File: config.mk
export PLATFORM = sky130hd
export DESIGN_NAME = pncm_ctrl
export DESIGN_NICKNAME = d
export VERILOG_FILES = /design/src/rtl/palette_nearest_color_matcher_unit_defines.svh /design/src/rtl/pncm_pkg.sv /design/src/rtl/pncm_ctrl.sv
export SDC_FILE = /design/constraint.sdc
export NUM_CORES = 1
export LEC_CHECK = 0
export BUFFER_PORTS_ARGS = -buffer_cell sky130_fd_sc_hd__buf_2
export CAP_MARGIN = 5
export CORE_AREA = 2 2 39 41
export DETAILED_ROUTE_END_ITERATION = 7
export DIE_AREA = 0 0 41 43
export MAX_ROUTING_LAYER = met4
export PLACE_DENSITY = 0.52
export SETUP_SLACK_MARGIN = 0.02
export SLEW_MARGIN = 20
export SYNTH_ARGS = -nofsm -noshare
export SYNTH_HDL_FRONTEND = slang
export SYNTH_SLANG_ARGS = --single-unit
File: constraint.sdc
create_clock -name i_clk -period 1.5 [get_ports i_clk]
set_clock_uncertainty 0.05 [all_clocks]
set_input_delay 0.45 -clock i_clk [delete_from_list [all_inputs] [get_ports i_clk]]
set_output_delay 0.45 -clock i_clk [all_outputs]
set_load 0.1 [all_outputs]
File: src/rtl/palette_nearest_color_matcher_unit_defines.svh
// assertion macros used by the palette matcher top level
`ifndef PALETTE_NEAREST_COLOR_MATCHER_UNIT_DEFINES_SVH
`define PALETTE_NEAREST_COLOR_MATCHER_UNIT_DEFINES_SVH

// same-cycle implication, checked outside reset
`define PNCM_ASSERT_NOW(label, clk, rst_n, ante, cons, msg) \
    label: assert property (@(posedge clk) disable iff (!(rst_n)) (ante) |-> (cons)) \
        else $error(msg);

// next-cycle implication, checked outside reset
`define PNCM_ASSERT_NEXT(label, clk, rst_n, ante, cons, msg) \
    label: assert property (@(posedge clk) disable iff (!(rst_n)) (ante) |=> (cons)) \
        else $error(msg);

`endif

File: src/rtl/pncm_pkg.sv
// types, constants and codes of the palette nearest color matcher
package pncm_pkg;

    localparam int PAL_DEPTH      = 256;
    localparam int FIRST_SEARCHED = 4;
    localparam int LUT_SIZE       = 4096;
    localparam int PAL_AW         = 8;
    localparam int LUT_AW         = 12;
    localparam int IDX_W          = 8;
    localparam int LEN_W          = 9;
    localparam int COLOR_W        = 24;
    localparam int CH_W           = 8;
    localparam int SQ_W           = 16;
    localparam int PROD_W         = 27;
    localparam int DIST_W         = 29;

    localparam logic [1:0] FUNC_WRITE   = 2'd0;
    localparam logic [1:0] FUNC_REBUILD = 2'd1;
    localparam logic [1:0] FUNC_MATCH   = 2'd2;

    typedef struct packed {
        logic [1:0]         func;
        logic [IDX_W-1:0]   entry_index;
        logic [COLOR_W-1:0] entry_color;
        logic [COLOR_W-1:0] pixel_rgb;
    } t_in_item;

    typedef struct packed {
        logic [IDX_W-1:0] color_index;
        logic             rebuild_done;
        logic             table_ready;
    } t_out_item;

    typedef enum logic [2:0] {
        ST_IDLE,
        ST_MATCH,
        ST_RB_CELL,
        ST_RB_SCAN,
        ST_RB_DRAIN,
        ST_RB_WRITE,
        ST_RB_DONE
    } t_state;

    typedef struct packed {
        logic pal_write;
        logic lut_read;
        logic rb_start;
        logic cell_start;
        logic issue;
        logic lut_write;
        logic cell_next;
        logic load_match;
        logic load_done;
    } t_cmd;

    typedef struct packed {
        logic out_free;
        logic search_none;
        logic pidx_last;
        logic pipe_empty;
        logic cell_last;
    } t_status;

endpackage

File: src/rtl/pncm_ctrl.sv
// controller state machine: input acceptance, rebuild sequencing, result loading
module pncm_ctrl
    import pncm_pkg::*;
(
    input  logic       i_clk,
    input  logic       i_rst_n,
    input  logic       i_in_valid,
    input  logic [1:0] i_func,
    input  t_status    i_status,
    output logic       o_in_stall,
    output t_cmd       o_cmd
);

    t_state r_state;
    t_state n_state;
    logic   accept_en;

    always_ff @(posedge i_clk) begin
        if (!i_rst_n) begin
            r_state <= ST_IDLE;
        end else begin
            r_state <= n_state;
        end
    end

    // input is open when idle or when a waiting result leaves this cycle
    always_comb begin
        case (r_state)
            ST_IDLE:              accept_en = 1'b1;
            ST_MATCH, ST_RB_DONE: accept_en = i_status.out_free;
            default:              accept_en = 1'b0;
        endcase
    end

    // next state
    always_comb begin
        n_state = r_state;
        case (r_state)
            ST_IDLE:     n_state = ST_IDLE;
            ST_MATCH:    n_state = i_status.out_free ? ST_IDLE : ST_MATCH;
            ST_RB_CELL:  n_state = i_status.search_none ? ST_RB_WRITE : ST_RB_SCAN;
            ST_RB_SCAN:  n_state = i_status.pidx_last ? ST_RB_DRAIN : ST_RB_SCAN;
            ST_RB_DRAIN: n_state = i_status.pipe_empty ? ST_RB_WRITE : ST_RB_DRAIN;
            ST_RB_WRITE: n_state = i_status.cell_last ? ST_RB_DONE : ST_RB_CELL;
            ST_RB_DONE:  n_state = i_status.out_free ? ST_IDLE : ST_RB_DONE;
            default:     n_state = ST_IDLE;
        endcase
        if (accept_en && i_in_valid) begin
            case (i_func)
                FUNC_REBUILD: n_state = ST_RB_CELL;
                FUNC_MATCH:   n_state = ST_MATCH;
                default:      n_state = ST_IDLE;
            endcase
        end
    end

    // commands
    always_comb begin
        o_cmd      = '0;
        o_in_stall = !accept_en;
        case (r_state)
            ST_MATCH:    o_cmd.load_match = i_status.out_free;
            ST_RB_CELL:  o_cmd.cell_start = 1'b1;
            ST_RB_SCAN:  o_cmd.issue      = 1'b1;
            ST_RB_WRITE: begin
                o_cmd.lut_write = 1'b1;
                o_cmd.cell_next = !i_status.cell_last;
            end
            ST_RB_DONE:  o_cmd.load_done  = i_status.out_free;
            default:     o_cmd            = '0;
        endcase
        if (accept_en && i_in_valid) begin
            case (i_func)
                FUNC_WRITE:   o_cmd.pal_write = 1'b1;
                FUNC_REBUILD: o_cmd.rb_start  = 1'b1;
                FUNC_MATCH:   o_cmd.lut_read  = 1'b1;
                default:      o_cmd.pal_write = 1'b0;
            endcase
        end
    end

endmodule

== Yosys cells after proc, flatten, opt, wreduce, memory -nomap -nowiden ==
Index checks and enable logic that the tools add are counted.

* Bits in registers: 3
* Input bits: 10
* Output and inout port bits: 10

* Eq/ne operators: 8
* Multiplexer cells: 19
* Reduce and logical (&&, ||, !) cells: 6

{| class="wikitable"
|+ Operators by type and width
! cell !! count
|-
| 3-bit 2-to-1 mux || 6
|-
| 3-bit case mux with 6 select lines || 1
|-
| 3-bit equality test, second input constant || 3
|-
| 1-bit 2-to-1 mux || 9
|-
| 3-bit by 2-bit equality test with 1-bit output, second input constant || 2
|-
| 2-bit case mux with 2 select lines || 1
|-
| 3-bit by 1-bit equality test with 1-bit output, second input constant || 1
|-
| 3-bit logical NOT || 1
|-
| 2-bit by 1-bit equality test with 1-bit output, second input constant || 1
|-
| 2-bit equality test, second input constant || 1
|-
| 1-bit logical NOT || 2
|-
| 2-bit logical NOT || 1
|-
| 2-bit 2-to-1 mux || 1
|-
| 1-bit case mux with 2 select lines || 1
|-
| 2-bit OR reduction || 1
|-
| 1-bit logical AND || 1
|}

== Longest topological paths before layout ==
Gate-level depths: netlist of run 1.

* Depth in word-level cells: 5
* Gate-level depth with buffers: 4
* Mapped depth without buffers: 3

== Least setup slack after synthesis of run 1 ==
No wires, ideal clock.

* Path type: input -> output
* Start: input i_status[4] in the netlist's numbering
* End: output o_cmd[8] in the netlist's numbering
* Data arrival time: 4,207 ps
* Required time: 1,000 ps
* Slack: -3,207 ps
* Stages on the path: 3
* Path buffers: 0
* Cell sequence: and4b_1 -> nor3_2 -> nor3b_1

{| class="wikitable"
|+ RTL lines
! element !! RTL line !! RTL
|-
| from (decl) || pncm_ctrl.sv:9 || <nowiki>input t_status i_status,</nowiki>
|-
| to (decl) || pncm_ctrl.sv:11 || <nowiki>output t_cmd o_cmd</nowiki>
|}

== Final worst setup path of run 1 ==
* Start: register r_state[2]
* End: output o_in_stall

* Word-level cells in the longest chain between the ends: 4
* Elaborated cells between the ends (all ways): 6
* Classes of those cells: eq/ne (2); mux (1); reduce/logical (3)

{| class="wikitable"
|+ RTL lines
! element !! RTL line !! RTL
|-
| from (decl) || pncm_ctrl.sv:14 || <nowiki>t_state r_state;</nowiki>
|-
| from (signal assigned) || pncm_ctrl.sv:22 || <nowiki>r_state <= n_state;</nowiki>
|-
| 3-bit by 1-bit equality test with 1-bit output / 3-bit equality test (equally long branches) || pncm_ctrl.sv:28 || <nowiki>case (r_state)</nowiki>
|-
| 2-bit OR reduction || pncm_ctrl.sv:28 ||
|-
| 1-bit case mux with 2 select lines * || pncm_ctrl.sv:28 ||
|-
| 1-bit logical NOT * || pncm_ctrl.sv:60 || <nowiki>o_in_stall = !accept_en;</nowiki>
|-
| to (decl) || pncm_ctrl.sv:10 || <nowiki>output logic o_in_stall,</nowiki>
|}

Mark *: on every way between the ends. The rest lies on a longest branch, timed or not.

==> impl_metrics.py, run 1 <==
metrics = {
    "drt": {
        "vias": 461,
        "drt-initial-drc-count": 1,
        "wirelength_um": 1094,
        "drt_first_pass_iters": 2,
        "viasPerCell": 4.904,
        "antenna_left": 0,
        "wire_per_inst_um": 11.64,
        "drc_errors": 0,
    },
    "floorplanning": {
        "core_sq_um": 1384,
        "fp.dieH_um": 43,
        "die-width_um": 41,
        "io_pins": 20,
        "die_area_sq_um": 1763,
        "rows": 14,
        "start_util": 0.2505,
    },
    "sta": {
        "maxSlewHeadroom": 0.7882,
        "maxSlewViolCount": 0,
        "setup_slack_ns": -0.4422,
        "fmax_mhz": 514.9,
        "finalCriticalPeriod_ns": 1.942,
        "hold_viol_final": 0,
        "setup_viol": 12,
        "hold_ws_ns": 0.4997,
        "rsz0062_at_grt": "true",
        "worst_pin_slew_ns": 0.3166,
        "period_share": 1.295,
    },
    "synth": {
        "yosysWarnings": 0,
        "synth_seq_area_share": 0.1733,
        "synth_area_sq_um": 346.6,
        "ys_seq_elements": 3,
        "synth_cell_types": 28,
        "syn-instance-count": 41,
        "syn_area_per_cell_sq_um": 8.453,
        "syn_nets": 51,
    },
    "global_routing": {
        "first_global_vias": 448,
        "overflow": 0,
        "grt_use_total": 0.1596,
        "grt_first_pass_wirelength_um": 1876,
        "grt_start_max_net_pins": 13,
        "antenna_found_initial": 0,
    },
    "setup_path": {
        "start_kind": "register",
        "cp_data_arrival_time_ns": 1.44,
        "crit_type": "register to output port",
        "required_ns": 1.00,
        "worstPathMaxFanout": 4,
        "critPathCaptureType": "output port",
        "ff2ff_path_depth": 6,
    },
    "outcome": {
        "violations": "negative setup slack",
        "outcome": "complete, but fails checks",
    },
    "cts": {
        "clk_pin_slew_ns": 0.04,
        "cts_tree": "yes",
        "numCtsBuffers": 3,
        "htree_levels": 1,
        "cts_hold_buf": 0,
        "cts-root-buf": "clkbuf_4",
        "clock_latency_ns": 0.23,
        "clockBufferDepth": 2,
        "cts_sinks": 3,
    },
    "power_and_ir_drop": {
        "pwr_density_cell_nw_per_um2": 1014,
        "total_power_mw": 0.8866,
        "vdd_drop_max_mv": 0.6246,
        "power.leakage_nw": 0.3579,
    },
    "final_layout": {
        "largest_register_ffs": 3,
        "stdcell_area_sq_um": 874.6,
        "antenna_cells": 0,
        "top_register": "r_state",
        "area.growth.synth_to_final_pct": 152.3,
        "finalNetCount": 89,
        "final_layout_size_suffix_gt1_frac": 0.7564,
        "reg_top3": "r_state x3",
    },
    "placed_design": {
        "gp_routability_congestion": 0.6903,
        "port_buffers": 19,
        "post_dp_cell_area_sq_um": 730.7,
        "hpwl_um": 732.3,
    },
    "min_path": {
        "hp-class": "primary input to register",
        "min_path_cells": 3,
    },
    "flow_run": {
        "maxCapViolations": 0,
    },
}
[critical path: stages, from the launching register on]
cell and delay [ns]:
dfxtp_4 0.35, and4b_4 0.21, nor3_4 0.33, buf_6 0.16, buf_12 0.16
[repair_timing]
item,in CTS,in global routing
pin swaps,8,2
buffers inserted,7,3
cloned,0,0
setup endpoints to repair,10,12
resized for setup,13,5
[cells in the mapped netlist]
cell / count / area, sq um
nand2_1: 1 / 3.750
nor3_2: 2 / 20.02
a41oi_1: 1 / 8.760
or4b_1: 1 / 10.01
or3b_1: 1 / 8.760
a21oi_1: 3 / 15.01
nor2_1: 1 / 3.750
nor4bb_1: 1 / 10.01
and3_1: 1 / 6.260
nor3b_1: 3 / 22.52
o31ai_1: 1 / 7.510
or3_1: 1 / 6.260
mux2i_1: 1 / 10.01
and4bb_1: 1 / 12.51
inv_1: 2 / 7.510
dfxtp_1: 3 / 60.06
clkbuf_1: 1 / 3.750
nand2b_1: 1 / 6.260
buf_4: 2 / 15.01
and4b_1: 1 / 10.01
nor3_1: 1 / 5.000
nor2b_1: 3 / 18.77
o311ai_1: 1 / 8.760
nor3b_2: 1 / 12.51
a31oi_1: 1 / 6.260
o21ai_0: 1 / 5.000
and3b_1: 3 / 26.28
o32ai_2: 1 / 16.27
[metrics by stage]
stage	TNS (ns)	worst slack (ns)	utilization	std cells
floorplan	-5.745	-1.088	-	41
global placement	-2.492	-0.5018	0.5280	82
detailed placement	-2.547	-0.4956	0.5280	82
CTS	-3.141	-0.4570	0.6221	93
global route	-3.892	-0.4954	0.6320	94
finish	-3.295	-0.4422	0.6320	94
[area by class of cell]
type / count / area (sq um)
Multi-Input combinational cell: 33 / 356.6
Fill cell: 112 / 509.2
Clock buffer: 4 / 26.28
Sequential cell: 3 / 68.82
Timing Repair Buffer: 36 / 395.4
Tap cell: 16 / 20.02
Inverter: 2 / 7.507
[path summary, 6_finish.rpt]
kind,startpoint,endpoint,slack [ns]
hold / removal,i_rst_n,r_state[0]$_SDFF_PN0_,0.50
setup / recovery,r_state[2]$_SDFF_PP0_,o_in_stall,-0.44
hold reg to reg,r_state[0]$_SDFF_PN0_,r_state[1]$_SDFF_PN0_,0.74
setup reg to reg,r_state[1]$_SDFF_PN0_,r_state[1]$_SDFF_PN0_,-0.10
[cell usage in the layout, fill, tap and decap left out, types with 2 or more instances in the layout]
| master | Yosys | layout |
|---|---|---|
| a21oi_1 | 3 | 3 |
| buf_4 | 2 | 11 |
| clkbuf_4 | 0 | 3 |
| nor3_4 | 0 | 2 |
| dfxtp_4 | 0 | 2 |
| and3b_4 | 0 | 2 |
| nor2b_1 | 3 | 2 |
| buf_6 | 0 | 6 |
| buf_2 | 0 | 9 |
| buf_12 | 0 | 10 |
| nor3b_4 | 0 | 2 |
[where the power goes]
part	switching (mW)	internal, mW	total [mW]
sequential	0.0173	0.0977	0.115
combinational	0.344	0.285	0.629
clock	0.0428	0.0998	0.143
total	0.404	0.483	0.887
[cell families (layout without fill, tap and decap cells)]
group / Yosys count / count (layout) / synth area share
muxes: 1 / 1 / 0.02888
and+or+nand+nor: 23 / 23 / 0.5271
DFF: 3 / 3 / 0.1733
buffers and inverters: 5 / 42 / 0.07580
AOI/OAI and AO/OA: 9 / 9 / 0.1950
[per-layer routing]
metal	vias to the layer above	routed length, um	GRT usage
met4	0	0	0.06000
met1	213	439	0.2000
li1	234	-	-
met3	0	44	0.03141
met2	14	610	0.2438
met5	-	0	-
Power figures use the tool's default switching activity.
==> run 2, diff against run 1 <==
--- a/config.mk
+++ b/config.mk
@@ -5,13 +5,14 @@
 export SDC_FILE = /design/constraint.sdc
 export NUM_CORES = 1
 export LEC_CHECK = 0
+export ABC_AREA = 1
 export BUFFER_PORTS_ARGS = -buffer_cell sky130_fd_sc_hd__buf_2
 export CAP_MARGIN = 5
 export CORE_AREA = 2 2 39 41
 export DETAILED_ROUTE_END_ITERATION = 7
 export DIE_AREA = 0 0 41 43
 export MAX_ROUTING_LAYER = met4
-export PLACE_DENSITY = 0.52
+export PLACE_DENSITY = 0.48
 export SETUP_SLACK_MARGIN = 0.02
 export SLEW_MARGIN = 20
 export SYNTH_ARGS = -nofsm -noshare
==> run 2 against run 1 <==
Against the previous run: the flow still finishes with violations (negative setup slack); sequential power is 24% lower; routed wire length is 0.91% lower; power is 46% lower; worst hold slack worse by 0.093 ns; die area stayed put; flip-flop and latch count stayed put.
==> impl_metrics.py, run 2 <==
metrics = {
    "floorplanning": {
        "fp.dieH_um": 43,
        "die_area_sq_um": 1763,
        "die-width_um": 41,
        "io_pins": 20,
        "core_sq_um": 1384,
        "start_util": 0.2125,
        "rows": 14,
    },
    "global_routing": {
        "grt_use_total": 0.1244,
        "first_global_vias": 429,
        "overflow": 0,
        "grt_start_max_net_pins": 5,
        "grt_first_pass_wirelength_um": 1545,
        "antenna_found_initial": 0,
    },
    "setup_path": {
        "ff2ff_path_depth": 9,
        "worstPathMaxFanout": 4,
        "crit_slowest_cell": "dfxtp_4",
        "critical-path-max-stage-delay_ns": 0.35,
        "reg2reg_slack_ns": 0.13,
        "required_ns": 1.00,
        "start_kind": "register",
        "setup.worst_path.start": "r_state[1]$_SDFF_PN0_",
        "reg2reg_to": "r_state[1]$_SDFF_PN0_",
        "critPathCaptureType": "output port",
        "cp_data_arrival_time_ns": 1.33,
        "crit_path_cell_trace": "inv_4, nand4_1, nand3_2, nand2_2, nor3_4, buf_12",
        "worstReg2RegStart": "r_state[0]$_SDFF_PN0_",
        "crit_type": "register to output port",
    },
    "placed_design": {
        "port_buffers": 19,
        "post_dp_cell_area_sq_um": 726.9,
        "gp_routability_congestion": 0.7185,
        "hpwl_um": 822.6,
        "dp.cells": 100,
    },
    "final_layout": {
        "top_register": "r_state",
        "multi_input_area_sq_um": 234.0,
        "area.growth.synth_to_final_pct": 186.0,
        "final_cell_mix": "buf_4 (16), buf_12 (10), buf_2 (9), nor2_1 (6), nand2_1 (6)",
        "regArea_sq_um": 68.82,
        "final_common_cell": "buf_4",
        "fin_cells": 112,
        "finalNetCount": 107,
        "stdcell_area_sq_um": 840.8,
        "largest_register_ffs": 3,
        "n_fill_cell": 130,
        "reg_top3": "r_state x3",
        "antenna_cells": 0,
        "final_layout_size_suffix_gt1_frac": 0.6875,
    },
    "outcome": {
        "outcome": "complete, but fails checks",
        "violations": "negative setup slack",
    },
    "synth": {
        "synth_top_area_cell": "dfxtp_1",
        "yosys.area_share.simple": 0.4979,
        "synth_commonest_cells": "inv_1 (14), nand2_1 (7), nand3_1 (7), nor2_1 (7), nand4_1 (4)",
        "synthTopCellsByArea": "dfxtp_1 (20%), inv_1 (18%), nand3_1 (12%), nand2_1 (8.9%), nor2_1 (8.9%)",
        "synth.most_common_cell": "inv_1",
        "synth_flop_cell": "dfxtp_1",
        "yosysWarnings": 0,
        "synth_cell_types": 15,
        "synth_seq_area_share": 0.2043,
        "ys_seq_elements": 3,
        "synth-edff-count": 0,
        "async_reset_ff_frac": 0,
        "synth_area_sq_um": 294.0,
        "synth_compound_area_frac": 0.1064,
        "synthMuxAreaShare": 0,
        "synth_xor_area_frac": 0,
        "synthAdderAreaFrac": 0,
        "syn-instance-count": 53,
        "syn_area_per_cell_sq_um": 5.548,
        "synth_top_family_by_area": "simple AND/OR/NAND/NOR gates",
        "syn_nets": 63,
        "synth_top_area_frac": 0.2043,
    },
    "drt": {
        "wire_per_inst_um": 9.679,
        "viasPerCell": 4.473,
        "drt_first_pass_iters": 3,
        "wirelength_um": 1084,
        "drc_errors": 0,
        "drt-initial-drc-count": 3,
        "antenna_left": 0,
        "vias": 501,
    },
    "cts": {
        "cts_sinks": 3,
        "clk_pin_slew_ns": 0.04,
        "cts-root-buf": "clkbuf_4",
        "clockBufferDepth": 2,
        "htree_levels": 1,
        "numCtsBuffers": 3,
        "clock_latency_ns": 0.22,
        "cts_tree": "yes",
        "cts_hold_buf": 0,
    },
    "power_and_ir_drop": {
        "power_frac_comb": 0.530,
        "internal-power_mw": 0.2867,
        "power.leakage_nw": 0.3850,
        "p_sw_mw": 0.1895,
        "seqPwrFrac": 0.184,
        "vdd_drop_max_mv": 0.4081,
        "total_power_mw": 0.4761,
        "power_frac_clock": 0.287,
        "swShare": 0.3979,
        "pwr_density_cell_nw_per_um2": 566.3,
    },
    "sta": {
        "hold_ws_ns": 0.4071,
        "setup_viol": 10,
        "finalCriticalPeriod_ns": 1.826,
        "rsz0062_at_grt": "true",
        "fmax_mhz": 547.7,
        "period_share": 1.217,
        "worst_pin_slew_ns": 0.1878,
        "setup_slack_ns": -0.3259,
        "maxSlewViolCount": 0,
        "maxSlewHeadroom": 0.8740,
        "hold_viol_final": 0,
    },
    "min_path": {
        "min_from": "i_rst_n",
        "worstHoldEndpoint": "r_state[2]$_SDFF_PP0_",
        "min_path_cells": 3,
        "hp-class": "primary input to register",
    },
    "flow_run": {
        "maxCapViolations": 0,
    },
}
-- run 2: cell count changes after synthesis, sizes merged, moves of 2 or more --
| cell | before | now |
|---|---|---|
| nand4 | 0 | 4 |
| and3b | 3 | 0 |
| nor3 | 3 | 1 |
| nand2 | 1 | 9 |
| nor2b | 3 | 0 |
| nor2 | 1 | 8 |
| nor3b | 4 | 0 |
| inv | 2 | 15 |
| nand3 | 0 | 8 |
| buf | 2 | 0 |
-- run 2: cells by family after synthesis --
group / after synthesis
and+or+nand+nor: 30
AOI/OAI and AO/OA: 5
DFF: 3
buffers and inverters: 15
-- run 2: per-layer routing --
metal / part of all wire / wire length, um / global-route usage
met4: 0.022 / 24 / 0.03333
met5: 0 / 0 / -
met2: 0.57 / 615 / 0.2156
met1: 0.36 / 394 / 0.1378
met3: 0.045 / 49 / 0.02094
-- run 2: how the worst max path moves through the flow --
| stage | end | slack, ns | depth (start not counted) |
|---|---|---|---|
| after floorplan | o_cmd[8] | -0.50 | 4 |
| final | o_cmd[8] | -0.33 | 6 |
| after detailed placement | o_cmd[7] | -0.30 | 6 |
| after global routing | o_cmd[6] | -0.40 | 6 |
| after CTS | o_cmd[7] | -0.33 | 6 |
| after global placement | o_cmd[7] | -0.28 | 6 |
-- run 2: critical path: cells and delay by family (launching register included) --
family | cells | cell delay [ns]
AND/OR/NAND/NOR | 4 | 0.49
buffers and inverters | 2 | 0.26
flip-flops | 1 | 0.35
-- run 2: area by class of cell --
type | instances | area share
Clock buffer | 4 | 0.03125
Inverter | 15 | 0.09673
Multi-Input combinational cell | 35 | 0.2783
Sequential cell | 3 | 0.08185
Tap cell | 16 | 0.02381
Timing Repair Buffer | 39 | 0.4881
-- run 2: what timing repair did --
item,in CTS,in global routing
endpoints found under the setup margin,10,10
pin swaps,4,4
setup buffers,7,4
gates resized for setup,5,8
-- run 2: power by group through the flow --
stage / sequential [mW] / combinational (mW) / clock, mW
after floorplan: 0.0917 / 0.123 / 0
after global placement: 0.0890 / 0.225 / 0
after detailed placement: 0.0889 / 0.226 / 0
after CTS: 0.0873 / 0.243 / 0.142
after global routing: 0.0881 / 0.264 / 0.150
final: 0.0874 / 0.252 / 0.137
-- run 2: per-stage QoR --
stage / TNS [ns] / utilization / setup WS [ns]
4_1_cts: -2.019 / 0.5841 / -0.3290
6_report: -1.912 / 0.6076 / -0.3259
2_1_floorplan: -1.630 / - / -0.4967
5_1_grt: -2.511 / 0.6076 / -0.4026
3_5_place_dp: -1.063 / 0.5253 / -0.2976
3_3_place_gp: -0.9736 / 0.5253 / -0.2764
==> run 3, diff against run 2 <==
--- a/config.mk
+++ b/config.mk
@@ -9,10 +9,12 @@
 export BUFFER_PORTS_ARGS = -buffer_cell sky130_fd_sc_hd__buf_2
 export CAP_MARGIN = 5
 export CORE_AREA = 2 2 39 41
+export CTS_CLUSTER_DIAMETER = 120
 export DETAILED_ROUTE_END_ITERATION = 7
 export DIE_AREA = 0 0 41 43
 export MAX_ROUTING_LAYER = met4
 export PLACE_DENSITY = 0.48
+export REMOVE_ABC_BUFFERS = 1
 export SETUP_SLACK_MARGIN = 0.02
 export SLEW_MARGIN = 20
 export SYNTH_ARGS = -nofsm -noshare
==> run 3 against run 2 <==
Against the previous run: the flow still finishes with violations (negative setup slack); critical path depth grew 1; sequential power grew 2%; power grew 3.4%; design area shrank 2.7%; via count shrank 6.0%; setup slack lost 0.058 ns; fmax shrank 3.1%; global-route usage grew 2.4 points; cell count is the same; first-iteration DRC count grew 33%; worst hold slack lost 0.0044 ns; largest cell class unchanged; largest power group unchanged.
==> impl_metrics.py, run 3 (same netlist as run 2, synthesis figures left out) <==
metrics = {
    "sta": {
        "maxSlewViolCount": 0,
        "fmax_mhz": 530.7,
        "hold_viol_final": 0,
        "worst_pin_slew_ns": 0.2076,
        "setup_viol": 10,
        "rsz0062_at_grt": "true",
        "period_share": 1.256,
        "maxSlewHeadroom": 0.8608,
        "finalCriticalPeriod_ns": 1.884,
        "setup_slack_ns": -0.3842,
    },
    "final_layout": {
        "final_common_cell": "buf_4",
        "area.growth.synth_to_final_pct": 178.3,
        "n_fill_cell": 116,
        "largest_register_ffs": 3,
        "reg_top3": "r_state x3",
        "top_register": "r_state",
        "finalNetCount": 107,
        "final_cell_mix": "buf_4 (17), buf_12 (10), buf_2 (9), nor2_1 (6), nand2_1 (6)",
        "fin_cells": 112,
        "antenna_cells": 0,
        "stdcell_area_sq_um": 818.3,
        "final_layout_size_suffix_gt1_frac": 0.6979,
    },
    "power_and_ir_drop": {
        "seqPwrFrac": 0.180,
        "pwr_density_cell_nw_per_um2": 601.5,
        "power_frac_clock": 0.288,
        "internal-power_mw": 0.2974,
        "total_power_mw": 0.4922,
        "power_frac_comb": 0.532,
        "p_sw_mw": 0.1948,
        "swShare": 0.3958,
        "vdd_drop_max_mv": 0.3442,
        "power.leakage_nw": 0.4088,
    },
    "drt": {
        "drt_first_pass_iters": 3,
        "wl_met3_um": 50,
        "wirelength_um": 1067,
        "viasPerCell": 4.205,
        "drc_errors": 0,
        "drt-initial-drc-count": 4,
        "drt-met1-wl_um": 392,
        "topRoutingLayerUsed": "met3",
        "vias": 471,
        "antenna_left": 0,
        "routed-wl-met2_um": 624,
        "wire_per_inst_um": 9.527,
    },
    "global_routing": {
        "grt_first_pass_wirelength_um": 1759,
        "overflow": 0,
        "first_global_vias": 482,
        "grt_use_total": 0.1480,
        "antenna_found_initial": 0,
        "grt_start_max_net_pins": 5,
    },
    "setup_path": {
        "critical-path-max-stage-delay_ns": 0.32,
        "cp_top_family": "simple AND/OR/NAND/NOR gates",
        "reg2reg_slack_ns": 0.22,
        "reg2reg_to": "r_state[0]$_SDFF_PN0_",
        "worstReg2RegStart": "r_state[0]$_SDFF_PN0_",
        "crit_type": "register to output port",
        "crit_path_cell_trace": "inv_2, nand4_1, nand3_2, nand2_2, nor3_2, buf_4, buf_12",
        "critPathCaptureType": "output port",
        "worstPathMaxFanout": 4,
        "cp_data_arrival_time_ns": 1.38,
        "crit_slowest_cell": "dfxtp_2",
        "ff2ff_path_depth": 9,
        "required_ns": 1.00,
        "start_kind": "register",
        "path_buf_inv": 3,
    },
    "min_path": {
        "hp-class": "primary input to register",
        "worstHoldEndpoint": "r_state[2]$_SDFF_PP0_",
        "min_from": "i_rst_n",
        "min_path_cells": 3,
    },
    "floorplanning": {
        "die_area_sq_um": 1763,
        "rows": 14,
        "start_util": 0.2125,
        "io_pins": 20,
        "fp.dieH_um": 43,
        "core_sq_um": 1384,
        "die-width_um": 41,
    },
    "cts": {
        "cts_tree": "yes",
        "htree_levels": 1,
        "clockBufferDepth": 2,
        "cts_sinks": 3,
        "cts-root-buf": "clkbuf_4",
        "clk_pin_slew_ns": 0.03,
        "numCtsBuffers": 3,
        "clock_latency_ns": 0.23,
        "cts_hold_buf": 0,
    },
    "placed_design": {
        "hpwl_um": 788.3,
        "post_dp_cell_area_sq_um": 649.4,
        "gp_routability_congestion": 0.6870,
        "port_buffers": 19,
        "dp.cells": 100,
    },
    "flow_run": {
        "maxCapViolations": 0,
    },
    "outcome": {
        "violations": "negative setup slack",
        "outcome": "complete, but fails checks",
    },
}
-- run 3: cell count changes in the layout (fill, tap and decap cells not counted), sizes merged --
cell	change
clkinvlp	-4
inv	+4
-- run 3: repair_timing --
item | 4_1_cts | 5_1_grt
pin swaps | 4 | 5
resized for setup | 31 | 3
setup buffers | 9 | 3
endpoints found under the setup margin | 10 | 10
-- run 3: worst max path at each step --
stage                          start  endpoint  slack [ns]  cells after the start
2_1_floorplan            i_status[4]  o_cmd[8]       -1.77                      4
3_3_place_gp             i_status[4]  o_cmd[8]       -0.30                      7
3_5_place_dp             i_status[4]  o_cmd[8]       -0.33                      7
4_1_cts        r_state[1]$_SDFF_PN0_  o_cmd[8]       -0.35                      7
5_1_grt        r_state[0]$_SDFF_PN0_  o_cmd[8]       -0.44                      7
6_report       r_state[2]$_SDFF_PP0_  o_cmd[8]       -0.38                      7
-- run 3: area by class of cell --
cell class / instances / area [sq um] / area share
multi-input cells: 35 / 232.7 / 0.2844
clock buffers: 4 / 26.28 / 0.03211
inverters: 15 / 68.82 / 0.08410
flip-flops and latches: 3 / 63.81 / 0.07798
repair buffers: 39 / 406.6 / 0.4969
well taps: 16 / 20.02 / 0.02446
-- run 3: per-stage QoR --
step / utilization / setup slack, ns / hold WS (ns) / TNS, ns
floorplan: - / -1.770 / 0.5204 / -5.351
global placement: 0.4693 / -0.2965 / 0.5834 / -0.8427
detailed placement: 0.4693 / -0.3333 / 0.5849 / -0.9350
CTS: 0.5931 / -0.3536 / 0.3960 / -2.225
global route: 0.5913 / -0.4415 / 0.3998 / -2.736
finish: 0.5913 / -0.3842 / 0.4027 / -2.222
-- run 3: metal layers --
| layer | GRT usage | vias up |
|---|---|---|
| li1 | - | 253 |
| met1 | 0.1635 | 208 |
| met2 | 0.2406 | 10 |
| met3 | 0.03665 | 0 |
| met4 | 0.06000 | 0 |
| met5 | - | - |
-- run 3: power groups by stage --
| stage | clock, mW | sequential, mW | combinational, mW |
|---|---|---|---|
| after floorplan | 0 | 0.0900 | 0.113 |
| after global placement | 0 | 0.0896 | 0.208 |
| after detailed placement | 0 | 0.0896 | 0.209 |
| after CTS | 0.147 | 0.0890 | 0.263 |
| after global routing | 0.155 | 0.0892 | 0.277 |
| final | 0.142 | 0.0888 | 0.262 |
-- run 3: worst min-delay path: cells and delay by family --
kind | cells | cell delay (ns)
buffers and inverters | 1 | 0.10
and+or+nand+nor | 2 | 0.09
